File: config.mk
export PLATFORM = sky130hd
export DESIGN_NAME = cau_div_cell
export DESIGN_NICKNAME = d
export VERILOG_FILES = /design/src/rtl/cau_pkg.sv /design/src/rtl/cau_div_cell.sv
export SDC_FILE = /design/constraint.sdc
export NUM_CORES = 1
export LEC_CHECK = 0
export CAP_MARGIN = 30
export CORE_AREA = 2 2 333 335
export CTS_CLUSTER_SIZE = 40
export DETAILED_ROUTE_END_ITERATION = 6
export DIE_AREA = 0 0 335 337
export DONT_BUFFER_PORTS = 1
export HOLD_SLACK_MARGIN = 0.08
export SYNTH_ARGS = -nofsm -noshare
export SYNTH_HDL_FRONTEND = slang
export SYNTH_SLANG_ARGS = --single-unit
File: constraint.sdc
create_clock -name clk -period 3.7 [get_ports clk]
set_input_delay 0.185 -clock clk [delete_from_list [all_inputs] [get_ports clk]]
set_output_delay 0.185 -clock clk [all_outputs]
set_load 0.02 [all_outputs]
File: src/rtl/cau_pkg.sv
package cau_pkg;

  localparam int DATA_WIDTH_DEF = 32;
  localparam int FRAC_BITS_DEF  = 16;

  localparam logic [2:0] CMD_ADD = 3'd0;
  localparam logic [2:0] CMD_SUB = 3'd1;
  localparam logic [2:0] CMD_MUL = 3'd2;
  localparam logic [2:0] CMD_DIV = 3'd3;
  localparam logic [2:0] CMD_EQ  = 3'd4;

  typedef struct packed {
    logic       valid;
    logic [2:0] cmd;
    logic       eq;
    logic       dz;
    logic       ovf;
    logic       neg_re;
    logic       neg_im;
  } cau_ctl_t;

endpackage

File: src/rtl/cau_div_cell.sv
module cau_div_cell import cau_pkg::*; #(
  parameter int W  = DATA_WIDTH_DEF,
  parameter int RW = 3 * W + FRAC_BITS_DEF + 2,
  parameter int K  = 0
) (
  input  logic           clk,
  input  logic           rst,
  input  cau_ctl_t       ctl_in,
  input  logic [W-1:0]   pre_re_in,
  input  logic [W-1:0]   pre_im_in,
  input  logic [RW-1:0]  r_re_in,
  input  logic [RW-1:0]  r_im_in,
  input  logic [W+1:0]   q_re_in,
  input  logic [W+1:0]   q_im_in,
  input  logic [2*W-1:0] d_in,
  output cau_ctl_t       ctl_out,
  output logic [W-1:0]   pre_re_out,
  output logic [W-1:0]   pre_im_out,
  output logic [RW-1:0]  r_re_out,
  output logic [RW-1:0]  r_im_out,
  output logic [W+1:0]   q_re_out,
  output logic [W+1:0]   q_im_out,
  output logic [2*W-1:0] d_out
);

  logic [RW-1:0] dsh;
  logic          ge_re, ge_im;
  logic [W+1:0]  q_re_next, q_im_next;

  // try one quotient bit of weight 2^K in each lane
  always_comb begin
    dsh          = RW'(d_in) << K;
    ge_re        = r_re_in >= dsh;
    ge_im        = r_im_in >= dsh;
    q_re_next    = q_re_in;
    q_im_next    = q_im_in;
    q_re_next[K] = ge_re;
    q_im_next[K] = ge_im;
  end

  always_ff @(posedge clk) begin
    if (rst) begin
      ctl_out <= '0;
    end else begin
      ctl_out <= ctl_in;
    end
    pre_re_out <= pre_re_in;
    pre_im_out <= pre_im_in;
    d_out      <= d_in;
    r_re_out   <= ge_re ? r_re_in - dsh : r_re_in;
    r_im_out   <= ge_im ? r_im_in - dsh : r_im_in;
    q_re_out   <= q_re_next;
    q_im_out   <= q_im_next;
  end

endmodule

Word level (Yosys, flattened, before mapping):

Cells that the tools add are included.

* bits in registers: 433
* logic and storage cells: 20
* output and inout bits: 433

* mux-type cells: 2
* order comparisons: 2
* add/sub/neg operators: 2

Operator list (number)
* $ge A114 B64 Y1: 2
* $mux W114: 2
* $sub A114 B64 Y114: 2

Longest topological paths before layout:

Gate-level depths: netlist (run 1).

* word-level depth: 2
* gate-level depth with buffers: 16
* mapped depth without buffers: 15

Worst setup path before layout (run 1):

No wires, ideal clock.

* kind: input to register
* from: in d_in[21]
* to: reg r_re_out[77]
* setup slack: 0.570 ns
* cell stages on the path: 13
* required time: 3.628 ns
* arrival time: 3.059 ns
* path through: inv_1 > ha_1 > buf_2 > nand4_1 > or4_1 > or4_1 > o21ai_1 > or3_1 > nor2_2 > buf_2 > or3b_4 > nor4_2 > xor2_1

* word-level cells in the longest chain between the ends: 2
* elaborated cells between the ends (all ways): 3

RTL lines
* from (decl): RTL line cau_div_cell.sv:15 `input logic [2*W-1:0] d_in,`
* $sub A114 B64 Y114 / $ge A114 B64 Y1 (equally long branches): RTL line cau_div_cell.sv:50, cau_div_cell.sv:33
* $mux W114 *: RTL line cau_div_cell.sv:50 `r_re_out <= ge_re ? r_re_in - dsh : r_re_in;`
* to (signal assigned): RTL line cau_div_cell.sv:50
* to (decl): RTL line cau_div_cell.sv:19 `output logic [RW-1:0] r_re_out,`

Mark *: on every way between the ends. The rest lies on a longest branch, timed or not.
A chain may end at the register's enable or synchronous reset.

Worst setup path after layout (run 1):

* from: in r_im_in[84]
* to: reg r_im_out[71]

* word-level cells in the longest chain between the ends: 2

RTL lines
* from (decl): RTL line cau_div_cell.sv:12 `input logic [RW-1:0] r_im_in,`
* $ge A114 B64 Y1: RTL line cau_div_cell.sv:34 `ge_im = r_im_in >= dsh;`
* $mux W114: RTL line cau_div_cell.sv:51 `r_im_out <= ge_im ? r_im_in - dsh : r_im_in;`
* to (signal assigned): RTL line cau_div_cell.sv:51
* to (decl): RTL line cau_div_cell.sv:20 `output logic [RW-1:0] r_im_out,`

No other way between the ends.

==> run metrics, run 1 <==
footprint of the multi-input gates 0.0121 mm2; core area 0.110 mm2; launching instance or port of the critical path r_im_in[84]; main area contributors after synthesis sky130_fd_sc_hd__dfxtp_1, sky130_fd_sc_hd__ha_1, sky130_fd_sc_hd__a21oi_1; critical path capture point type flip-flop; Tot Pwr 0.0145 W; proportion of synthesized flip-flops having asynchronous set or reset 0; clock tree sinks 433; width of the die about 340 um; top cell type's share of synthesized area 0.408; final cell count without fillers around 4900; worst endpoint data arrival time around 4.2 ns; hold crit path type in -> reg; maximum number of buffers from clock root to sink 3; number of pins with negative max-slew slack in the final report 0; CTS tree done; LEAKAGE around 14 nW; slew at the pin with the worst max-slew slack between 0.7 and 0.8 ns; final worst hold slack -0.420 ns; placement-stage worst setup slack -0.307 ns; Nets approximately 4000; worst-case headroom to the max-slew limit 0.507; CTS HTree Levels 2; number of register bits inferred by synthesis between 400 and 500; Synthesis Warnings 0; vias per inst between 4 and 5; share of the yosys chip area belonging to registers 0.408; remaining global-route overflow 0; clock period minus worst slack 3.68 ns; clock transition time at the flip-flop clock pins of the worst setup and hold paths roughly 0.060 ns; Hold Violations, Final 4; Mapped Nets roughly 3000; count of max-cap constraint violations 0; final worst path period share 0.995; initial antenna violation count 23; detailed-placement wirelength estimate slightly below 100 mm; TritonCTS Buffers 50; layout cells sized above 1 0.140; most common library cell in the layout ignoring fill and taps sky130_fd_sc_hd__dlygate4sd3_1; average wire length per cell after detail routing 25.3 um; placed cell count between 4000 and 5000; pin count of the biggest net entering global routing 71; number of cells produced by synthesis about 2500; vias in the first global route about 23000; unrepaired setup endpoints after global routing yes; overall track demand over capacity in global routing 0.206; post-synthesis cell type count between 80 and 90; number of primary I/O pins between 800 and 900; DRC marker count from the first detailed-route iteration between 2000 and 2500; total length of routed wires between 100 and 150 mm; vertical die dimension about 340 um; upper clock frequency limit 272 MHz; biggest area consumer among synthesized cells sky130_fd_sc_hd__dfxtp_1; number of filler cells placed in the layout roughly 11000; final estimated routing congestion in global placement slightly below 1; die area 0.113 mm2; violated checks hold timing; Netlist Area Pre-Place approximately 0.021 mm2; final cell area excluding filler cells between 0.03 and 0.04 mm2; input/output buffers 0; post-layout utilization of the core 0.308; total number of vias between 20000 and 25000; most frequent cells in the layout sky130_fd_sc_hd__dlygate4sd3_1, sky130_fd_sc_hd__dfxtp_1, sky130_fd_sc_hd__buf_4; first-pass detailed-route iteration total 6; first-pass GRT wire length between 150 and 200 mm; number of design rule violations left after detail routing 0; crit path max fanout 30; cell area reported after detailed placement between 0.02 and 0.03 mm2; most common flop cell mapped by yosys sky130_fd_sc_hd__dfxtp_1; Power per Cell Area 428 mW/mm2; Area growth, synth to finish 59.1%; Worst Slack Setup Final between 0.015 and 0.02 ns; number of rows in the core area approximately 120; outcome finished with violations; final-report setup violation count 0; Worst Min Path Start d_in[0]; average cell area after synthesis approximately 8.5 um2; Post-synth EDFFs 0; antenna violation net count after detailed routing 0; FF+latch area around 0.0087 mm2; CP startpoint kind input pin; Root Buffer sky130_fd_sc_hd__clkbuf_16; effective utilization at floorplan 0.194; Peak supply drop ~0.0004 V; CP required approximately 4.2 ns; critical setup path kind in -> reg
## through the flow
step / TNS [ns] / hold slack [ns]
floorplan: 0 / 0.213
global placement: -5.53 / 0.213
detailed placement: -7.35 / 0.213
CTS: 0 / -0.482
global route: -0.267 / -0.458
finish: 0 / -0.420
## state kept, by name (all words and copies together) (netlist names)
signal and flops:
q_im_out 34, r_im_out 114, q_re_out 34, r_re_out 114, pre_re_out 32, pre_im_out 32, ctl_out 9, d_out 64
## final timing paths
check	to	slack, ns	cells past startpoint
hold / removal	d_out[0]$_DFF_P_	-0.42	0
setup / recovery	r_im_out[71]$_DFF_P_	0.02	14
## power breakdown
group	internal [W]	switching, W	leakage (nW)
Combinational	0.00152	0.00166	9.13
Sequential	0.00518	0.00106	3.65
Clock	0.00280	0.00224	0.783
## critical path, stage by stage
cell and delay [ns]:
sky130_fd_sc_hd__dlygate4sd3_1 0.59, sky130_fd_sc_hd__or3_1 0.52, sky130_fd_sc_hd__nor4_4 0.22, sky130_fd_sc_hd__and3_1 0.31, sky130_fd_sc_hd__nand4_1 0.21, sky130_fd_sc_hd__nor4_2 0.36
sky130_fd_sc_hd__o211a_4 0.28, sky130_fd_sc_hd__buf_4 0.13, sky130_fd_sc_hd__buf_6 0.28, sky130_fd_sc_hd__clkinv_2 0.16, sky130_fd_sc_hd__buf_4 0.22, sky130_fd_sc_hd__nand3_1 0.11
sky130_fd_sc_hd__xnor2_1 0.06, sky130_fd_sc_hd__dlygate4sd3_1 0.55
## layout make-up
type | instances | share of cell area
Tap cell | 1426 | 0.0528
Antenna cell | 11 | 0.000815
Clock buffer | 63 | 0.0406
Sequential cell | 433 | 0.257
Timing Repair Buffer | 983 | 0.272
Inverter | 110 | 0.0124
Clock inverter | 26 | 0.00815
Multi-Input combinational cell | 1854 | 0.357
## cells in the mapped netlist, drive strengths merged (4+ instances only)
cell and instances:
o211a 6, nand2 272, nor4 37, a21oi 228, nor4b 6, dfxtp 433
nor2 205, xor2 88, a2111oi 5, o21bai 32, or4 15, o22ai 5
buf 28, a211oi 18, o311ai 6, nand3b 6, o41ai 4, nor3 65
and3 12, o31ai 15, nand2b 16, o21ai 174, a311oi 5, or2 19
nor2b 18, a31oi 21, o2111ai 7, inv 110, or3 29, a21o 47
a221oi 6, nand3 38, o221ai 5, clkbuf 69, a211o 4, o21ba 4
and2 14, nand4 82, a21boi 13, ha 128, o211ai 16, xnor2 126
o21a 19
## repair_timing
item | 4_1_cts | 5_1_grt
setup buffers | 0 | 10
hold buffers | 645 | 23
resized for setup | 0 | 63
endpoints found under the setup margin | 0 | 67
hold endpoints to repair | 431 | 26
## cell families (layout without fill, tap and decap cells)
family / Yosys count / count (layout) / synth area share
buf+inv: 207 / 1182 / 0.0385
compound gates: 659 / 659 / 0.192
other cells: 0 / 11 / 0
mux: 3 / 3 / 0.00159
xor+xnor: 214 / 214 / 0.0882
simple gates: 848 / 848 / 0.194
flops: 433 / 433 / 0.408
fa+ha+maj: 130 / 130 / 0.0773
## metal layers
metal | routed length, um | GRT usage
met2 | 57800 | 0.343
met1 | 48600 | 0.248
met4 | 4870 | 0.0726
met3 | 12900 | 0.0660
met5 | 92 | 0
Power figures use the tool's default switching activity.
==> run 2, diff against run 1 <==
--- a/config.mk
+++ b/config.mk
@@ -5,13 +5,13 @@
 export SDC_FILE = /design/constraint.sdc
 export NUM_CORES = 1
 export LEC_CHECK = 0
+export ABC_AREA = 1
 export CAP_MARGIN = 30
-export CORE_AREA = 2 2 333 335
+export CORE_AREA = 2 2 335 337
 export CTS_CLUSTER_SIZE = 40
 export DETAILED_ROUTE_END_ITERATION = 6
-export DIE_AREA = 0 0 335 337
+export DIE_AREA = 0 0 337 339
 export DONT_BUFFER_PORTS = 1
-export HOLD_SLACK_MARGIN = 0.08
 export SYNTH_ARGS = -nofsm -noshare
 export SYNTH_HDL_FRONTEND = slang
 export SYNTH_SLANG_ARGS = --single-unit
==> run 2 against run 1 <==
  * The flow now finishes without violations
  * Maximum frequency rose by 6.4%
  * Non-clock buffer count fell by 512
  * Combinational power up 10%
  * First-iteration DRC count up 33%
  * Routed wire length grew 31%
  * Via count is 37% higher
  * Sequential share of layout area fell by 2.2 points
==> run metrics, run 2 <==
outcome finished, final reports clean; Hold EP r_im_out[104]$_DFF_P_; Post-synth EDFFs 0; width of the die roughly 340 um; count of max-cap constraint violations 0; worst-case headroom to the max-slew limit 0.431; switching pwr approximately 0.0056 W; vertical die dimension approximately 340 um; LEAKAGE 19.1 nW; cell mode on critical path sky130_fd_sc_hd__nand2_1; layout cells sized above 1 0.0528; Worst Min Path Start r_im_in[103]; library cell with the highest instance count after synthesis sky130_fd_sc_hd__nand2_1; Area growth, synth to finish 27.7%; clock transition time at the flip-flop clock pins of the worst setup and hold paths 0.07 ns; critical setup path kind in -> reg; Nets approximately 6000; average cell area after synthesis about 5.8 um2; final-report setup violation count 0; Hold Violations, Final 0; total number of vias 32600; most common flop cell mapped by yosys sky130_fd_sc_hd__dfxtp_1; number of rows in the core area around 120; unrepaired setup endpoints after global routing no; Netlist Area Pre-Place ~0.029 mm2; critical path capture point type flip-flop; top cell type's share of synthesized area 0.300; cells along the critical path dlygate4sd3_1 -> ha_1 -> nand2_1 -> nor2_1 -> nand2_1 -> nor2_2 -> inv_2 -> nor3_2 -> nand2_1 -> nand3_2 -> nand2_2 -> nand2_8 -> inv_4 -> buf_12 -> a21oi_2 -> dlygate4sd3_1; share of power burned in registers 0.417; average wire length per cell after detail routing roughly 23 um; Peak supply drop between 0.0003 and 0.0004 V; most common library cell in the layout ignoring fill and taps sky130_fd_sc_hd__nand2_1; clock tree sinks about 430; slew at the pin with the worst max-slew slack roughly 0.85 ns; CTS tree done; Setup Total Neg Slack 0 ns; initial antenna violation count 36; total length of routed wires between 150 and 200 mm; detailed-placement wirelength estimate between 100 and 150 mm; most frequent cells in the layout sky130_fd_sc_hd__nand2_1, sky130_fd_sc_hd__inv_1, sky130_fd_sc_hd__nor2_1; buffer count from post-CTS setup fixing 0; DRC marker count from the first detailed-route iteration 2754; final estimated routing congestion in global placement a little over 1; slowest stage cell on the critical path sky130_fd_sc_hd__dlygate4sd3_1; clock period minus worst slack approximately 3.5 ns; number of pins with negative max-slew slack in the final report 0; final worst path period share 0.936; Critical Path Max Stage Delay a little over 0.6 ns; synth cell count leaders sky130_fd_sc_hd__nand2_1, sky130_fd_sc_hd__inv_1, sky130_fd_sc_hd__nor2_1; number of design rule violations left after detail routing 0; combinational group share of total power 0.239; CP startpoint kind input pin; core area between 0.1 and 0.15 mm2; Root Buffer sky130_fd_sc_hd__clkbuf_16; upper clock frequency limit approximately 290 MHz; worst endpoint data arrival time just over 4 ns; post-synthesis cell type count 44; clock network fraction of total power 0.344; TritonCTS Buffers between 40 and 50; CTS HTree Levels 2; die area ~0.11 mm2; Synthesis Warnings 0; first-pass detailed-route iteration total 6; number of cells produced by synthesis 4952; number of primary I/O pins ~870; final cell area excluding filler cells 0.0369 mm2; overall track demand over capacity in global routing 0.272; maximum number of buffers from clock root to sink 3; vias in the first global route roughly 31000; Mapped Nets between 5000 and 6000; effective utilization at floorplan 0.262; crit path max fanout 59; Power per Cell Area a little under 400 mW/mm2; remaining global-route overflow 0; cell area reported after detailed placement approximately 0.031 mm2; vias per inst between 4 and 5; hold crit path type in -> reg; pin count of the biggest net entering global routing 62; antenna violation net count after detailed routing 0; biggest area consumer among synthesized cells sky130_fd_sc_hd__dfxtp_1; switching fraction of total power 0.379; input/output buffers 0; cell internal power dissipation about 0.0091 W; Worst Hold Path Cells 5; CP required between 4 and 5 ns; first-pass GRT wire length between 200 and 250 mm; proportion of synthesized flip-flops having asynchronous set or reset 0; share of the yosys chip area belonging to registers 0.300; main area contributors after synthesis sky130_fd_sc_hd__dfxtp_1, sky130_fd_sc_hd__nand2_1, sky130_fd_sc_hd__inv_1; number of register bits inferred by synthesis roughly 430; registers with the highest flip-flop counts r_im_out (114), r_re_out (114), d_out (64)
[run 2: cell types whose count changed after synthesis, moves of 65 or more]
cell,before,now
sky130_fd_sc_hd__clkbuf_1,66,1
sky130_fd_sc_hd__nor2_1,204,507
sky130_fd_sc_hd__a21oi_1,228,115
sky130_fd_sc_hd__inv_1,109,950
sky130_fd_sc_hd__xnor2_1,126,3
sky130_fd_sc_hd__o21ai_0,169,34
sky130_fd_sc_hd__nand2_1,272,2053
sky130_fd_sc_hd__nand3_1,38,242
[run 2: logic make-up after synthesis]
| kind of cell | share of synthesized area |
|---|---|
| AOI/OAI and AO/OA | 0.0486 |
| xor gates and xnor gates | 0.0282 |
| adders and majority gates | 0.0568 |
| buffers and inverters | 0.138 |
| DFF | 0.300 |
| and+or+nand+nor | 0.429 |
[run 2: repair_timing]
| item | CTS | global route |
|---|---|---|
| setup endpoints to repair | 0 | 4 |
| gates resized for setup | 0 | 2 |
| hold buffers | 437 | 0 |
| hold endpoints to repair | 431 | 0 |
[run 2: worst max path at each step]
stage | slack, ns | end | start
after floorplan | 1.62 | r_im_out[86]$_DFF_P_ | r_im_in[0]
after global placement | 0.55 | r_im_out[18]$_DFF_P_ | d_in[50]
after detailed placement | 0.52 | r_re_out[58]$_DFF_P_ | d_in[51]
after CTS | 0.02 | r_im_out[88]$_DFF_P_ | d_in[0]
after global routing | 0.12 | r_im_out[88]$_DFF_P_ | r_im_in[38]
final | 0.24 | r_im_out[88]$_DFF_P_ | r_im_in[38]
[run 2: cell type report]
| type | count | area, um2 |
|---|---|---|
| Tap cell | 1488 | 1860 |
| Clock inverter | 22 | 275 |
| Multi-Input combinational cell | 3496 | 16300 |
| Antenna cell | 41 | 103 |
| Timing Repair Buffer | 471 | 4690 |
| Sequential cell | 433 | 8670 |
| Fill cell | 12200 | 73500 |
| Inverter | 985 | 3700 |
| Clock buffer | 68 | 1350 |
[run 2: critical path, delay by kind of cell]
family          cells  cell delay (ns)
simple gates        9             1.72
buf+inv             5             1.56
fa+ha+maj           1             0.41
compound gates      1             0.14
[run 2: metrics by stage]
stage               cells  setup slack (ns)  hold slack [ns]  total power [W]   util
global route         6993             0.125           0.0158           0.0153  0.334
CTS                  6963            0.0231         0.000244           0.0147  0.333
detailed placement   6436             0.519            0.213          0.00921  0.279
floorplan            4952              1.62            0.213          0.00787      -
global placement     6436             0.552            0.213          0.00922  0.279
finish               7004             0.238           0.0220           0.0147  0.334
[run 2: power by group through the flow]
stage          Clock, W  Combinational [W]  Sequential, W
2_1_floorplan         0            0.00186        0.00601
3_3_place_gp          0            0.00297        0.00625
3_5_place_dp          0            0.00297        0.00624
4_1_cts         0.00512            0.00344        0.00614
5_1_grt         0.00533            0.00380        0.00616
6_report        0.00505            0.00351        0.00613
[run 2: per-layer routing]
layer  vias to the layer above  global-route usage  share of wire
li1                      15800                   -              -
met5                         -                   0        0.00020
met1                     15000               0.332           0.40
met3                       257              0.0634          0.090
met2                      1553               0.449           0.46
met4                         6               0.125          0.048
==> run 3, diff against run 2 <==
--- a/config.mk
+++ b/config.mk
@@ -7,11 +7,14 @@
 export LEC_CHECK = 0
 export ABC_AREA = 1
 export CAP_MARGIN = 30
-export CORE_AREA = 2 2 335 337
+export CELL_PAD_IN_SITES_DETAIL_PLACEMENT = 1
+export CELL_PAD_IN_SITES_GLOBAL_PLACEMENT = 1
+export CORE_AREA = 2 2 342 344
 export CTS_CLUSTER_SIZE = 40
 export DETAILED_ROUTE_END_ITERATION = 6
-export DIE_AREA = 0 0 337 339
+export DIE_AREA = 0 0 344 346
 export DONT_BUFFER_PORTS = 1
+export PLACE_DENSITY_LB_ADDON = 0.1
 export SYNTH_ARGS = -nofsm -noshare
 export SYNTH_HDL_FRONTEND = slang
 export SYNTH_SLANG_ARGS = --single-unit
==> run 3 against run 2 <==
  * Non-clock buffer count rose by 12
  * Critical path depth fell by 2
  * Clock power rose by 1%
  * Global-route usage rose by 0.64 points
  * First-iteration DRC count fell by 29%
  * Maximum frequency rose by 2.4%
  * Setup slack improved by 0.082 ns
  * Sequential cell count did not move
  * Die area rose by 4.2%
  * Via count fell by 1.1%
  * Worst hold slack improved by 0.017 ns
  * Final area rose by 0.36%
==> run metrics, run 3 (synthesis gave the netlist of run 2 again) <==
first-pass GRT wire length roughly 240 mm; clock network fraction of total power 0.345; Critical Path Max Stage Delay between 0.5 and 0.6 ns; width of the die 344 um; Hold Violations, Final 0; switching pwr between 0.005 and 0.006 W; count of max-cap constraint violations 0; number of pins with negative max-slew slack in the final report 0; crit path max fanout 16; vias in the first global route approximately 33000; total length of routed wires approximately 170 mm; vias per inst 4.59; core area 0.115 mm2; CTS tree done; clock period minus worst slack about 3.4 ns; LEAKAGE around 19 nW; TritonCTS Buffers 51; critical path capture point type flip-flop; layout cells sized above 1 0.0561; outcome finished, final reports clean; first-pass detailed-route iteration total 5; slowest stage cell on the critical path sky130_fd_sc_hd__dlygate4sd3_1; number of filler cells placed in the layout about 15000; Area growth, synth to finish 28.1%; final cell area excluding filler cells approximately 0.037 mm2; family of cells with the greatest summed delay on the critical path buffers and inverters; Setup Total Neg Slack 0 ns; input/output buffers 0; Buf+Inv Stages, Crit Path 4; Power per Cell Area around 400 mW/mm2; pin count of the biggest net entering global routing 87; post-layout utilization of the core 0.321; Root Buffer sky130_fd_sc_hd__clkbuf_16; total number of vias 32300; final-report setup violation count 0; combinational group share of total power 0.242; initial antenna violation count 31; CP startpoint kind input pin; antenna violation net count after detailed routing 0; DRC marker count from the first detailed-route iteration between 1500 and 2000; registers with the highest flip-flop counts r_im_out (114), r_re_out (114), d_out (64); detailed-placement wirelength estimate about 150 mm; clock transition time at the flip-flop clock pins of the worst setup and hold paths about 0.06 ns; final estimated routing congestion in global placement 0.936; die area around 0.12 mm2; cells along the critical path dlygate4sd3_1 -> ha_1 -> a21oi_1 -> o21ai_0 -> nand2_1 -> nand2_1 -> a21oi_1 -> nand2_1 -> nor2_1 -> nand2_4 -> clkinv_2 -> buf_4 -> a21oi_2 -> dlygate4sd3_1; buffer count from post-CTS setup fixing 0; number of primary I/O pins between 800 and 900; most common library cell in the layout ignoring fill and taps sky130_fd_sc_hd__nand2_1; CTS HTree Levels 2; worst endpoint data arrival time around 3.9 ns; clock tree sinks 433; remaining global-route overflow 0; upper clock frequency limit ~300 MHz; average wire length per cell after detail routing between 20 and 25 um; cell mode on critical path sky130_fd_sc_hd__nand2_1; final worst path period share 0.913; CP required approximately 4.2 ns; maximum number of buffers from clock root to sink 3; share of power burned in registers 0.413; overall track demand over capacity in global routing 0.278; number of rows in the core area 125; cell area reported after detailed placement a little over 0.03 mm2; switching fraction of total power 0.379; number of design rule violations left after detail routing 0; Peak supply drop between 0.0003 and 0.0004 V; hold crit path type in -> reg; worst-case headroom to the max-slew limit 0.441; slew at the pin with the worst max-slew slack 0.829 ns; cell internal power dissipation 0.00923 W; vertical die dimension 346 um; Nets 6015; effective utilization at floorplan 0.250; critical setup path kind in -> reg; most frequent cells in the layout sky130_fd_sc_hd__nand2_1, sky130_fd_sc_hd__inv_1, sky130_fd_sc_hd__nor2_1; unrepaired setup endpoints after global routing no
-- run 3: changes by cell type in the layout (fill, tap and decap cells not counted), moves of 2 or more --
cell,previous run,this run
sky130_fd_sc_hd__diode_2,41,11
sky130_fd_sc_hd__buf_4,29,40
sky130_fd_sc_hd__clkbuf_1,14,7
sky130_fd_sc_hd__buf_12,4,6
sky130_fd_sc_hd__clkbuf_16,49,51
sky130_fd_sc_hd__clkinv_8,1,3
sky130_fd_sc_hd__inv_6,2,4
-- run 3: worst paths after layout --
kind	from	to	slack (ns)	depth (start not counted)
max	r_re_in[51]	r_re_out[110]$_DFF_P_	0.32	14
min	r_im_in[22]	r_im_out[22]$_DFF_P_	0.04	4
-- run 3: layout make-up --
class / instances / area [um2] / share of cell area
tap: 1524 / 1910 / 0.0515
timing repair buffer: 483 / 4800 / 0.130
clock buffer: 64 / 1390 / 0.0374
sequential: 433 / 8670 / 0.234
inverter: 985 / 3700 / 0.100
clock inverter: 26 / 288 / 0.00777
multi-input combinational: 3496 / 16300 / 0.439
antenna: 11 / 27.5 / 0.000743
-- run 3: timing repair --
action | CTS | global route
gates resized for setup | 0 | 1
endpoints found under the hold margin | 431 | 0
endpoints found under the setup margin | 0 | 2
hold buffers | 437 | 0
-- run 3: power groups by stage --
stage / combinational (W) / sequential [W] / clock (W)
final: 0.00360 / 0.00615 / 0.00512
after CTS: 0.00358 / 0.00616 / 0.00527
after global routing: 0.00393 / 0.00618 / 0.00544
after floorplan: 0.00186 / 0.00601 / 0
after detailed placement: 0.00311 / 0.00626 / 0
after global placement: 0.00310 / 0.00627 / 0
-- run 3: stage by stage --
step	hold slack, ns	cells	total power (W)	worst slack, ns
floorplan	0.213	4952	0.00787	1.62
global placement	0.213	6484	0.00937	0.414
detailed placement	0.213	6484	0.00937	0.429
CTS	0.000729	7011	0.0150	0.0750
global route	0.0305	7017	0.0156	0.153
finish	0.0394	7022	0.0149	0.320
-- run 3: metal layers --
| metal | global-route usage | part of all wire | routed length (um) | vias up |
|---|---|---|---|---|
| met4 | 0.0520 | 0.018 | 3090 | 14 |
| met2 | 0.462 | 0.46 | 78600 | 992 |
| li1 | - | - | - | 15800 |
| met3 | 0.0514 | 0.067 | 11600 | 138 |
| met5 | 0 | 0.00054 | 93 | - |
| met1 | 0.374 | 0.46 | 78200 | 15300 |
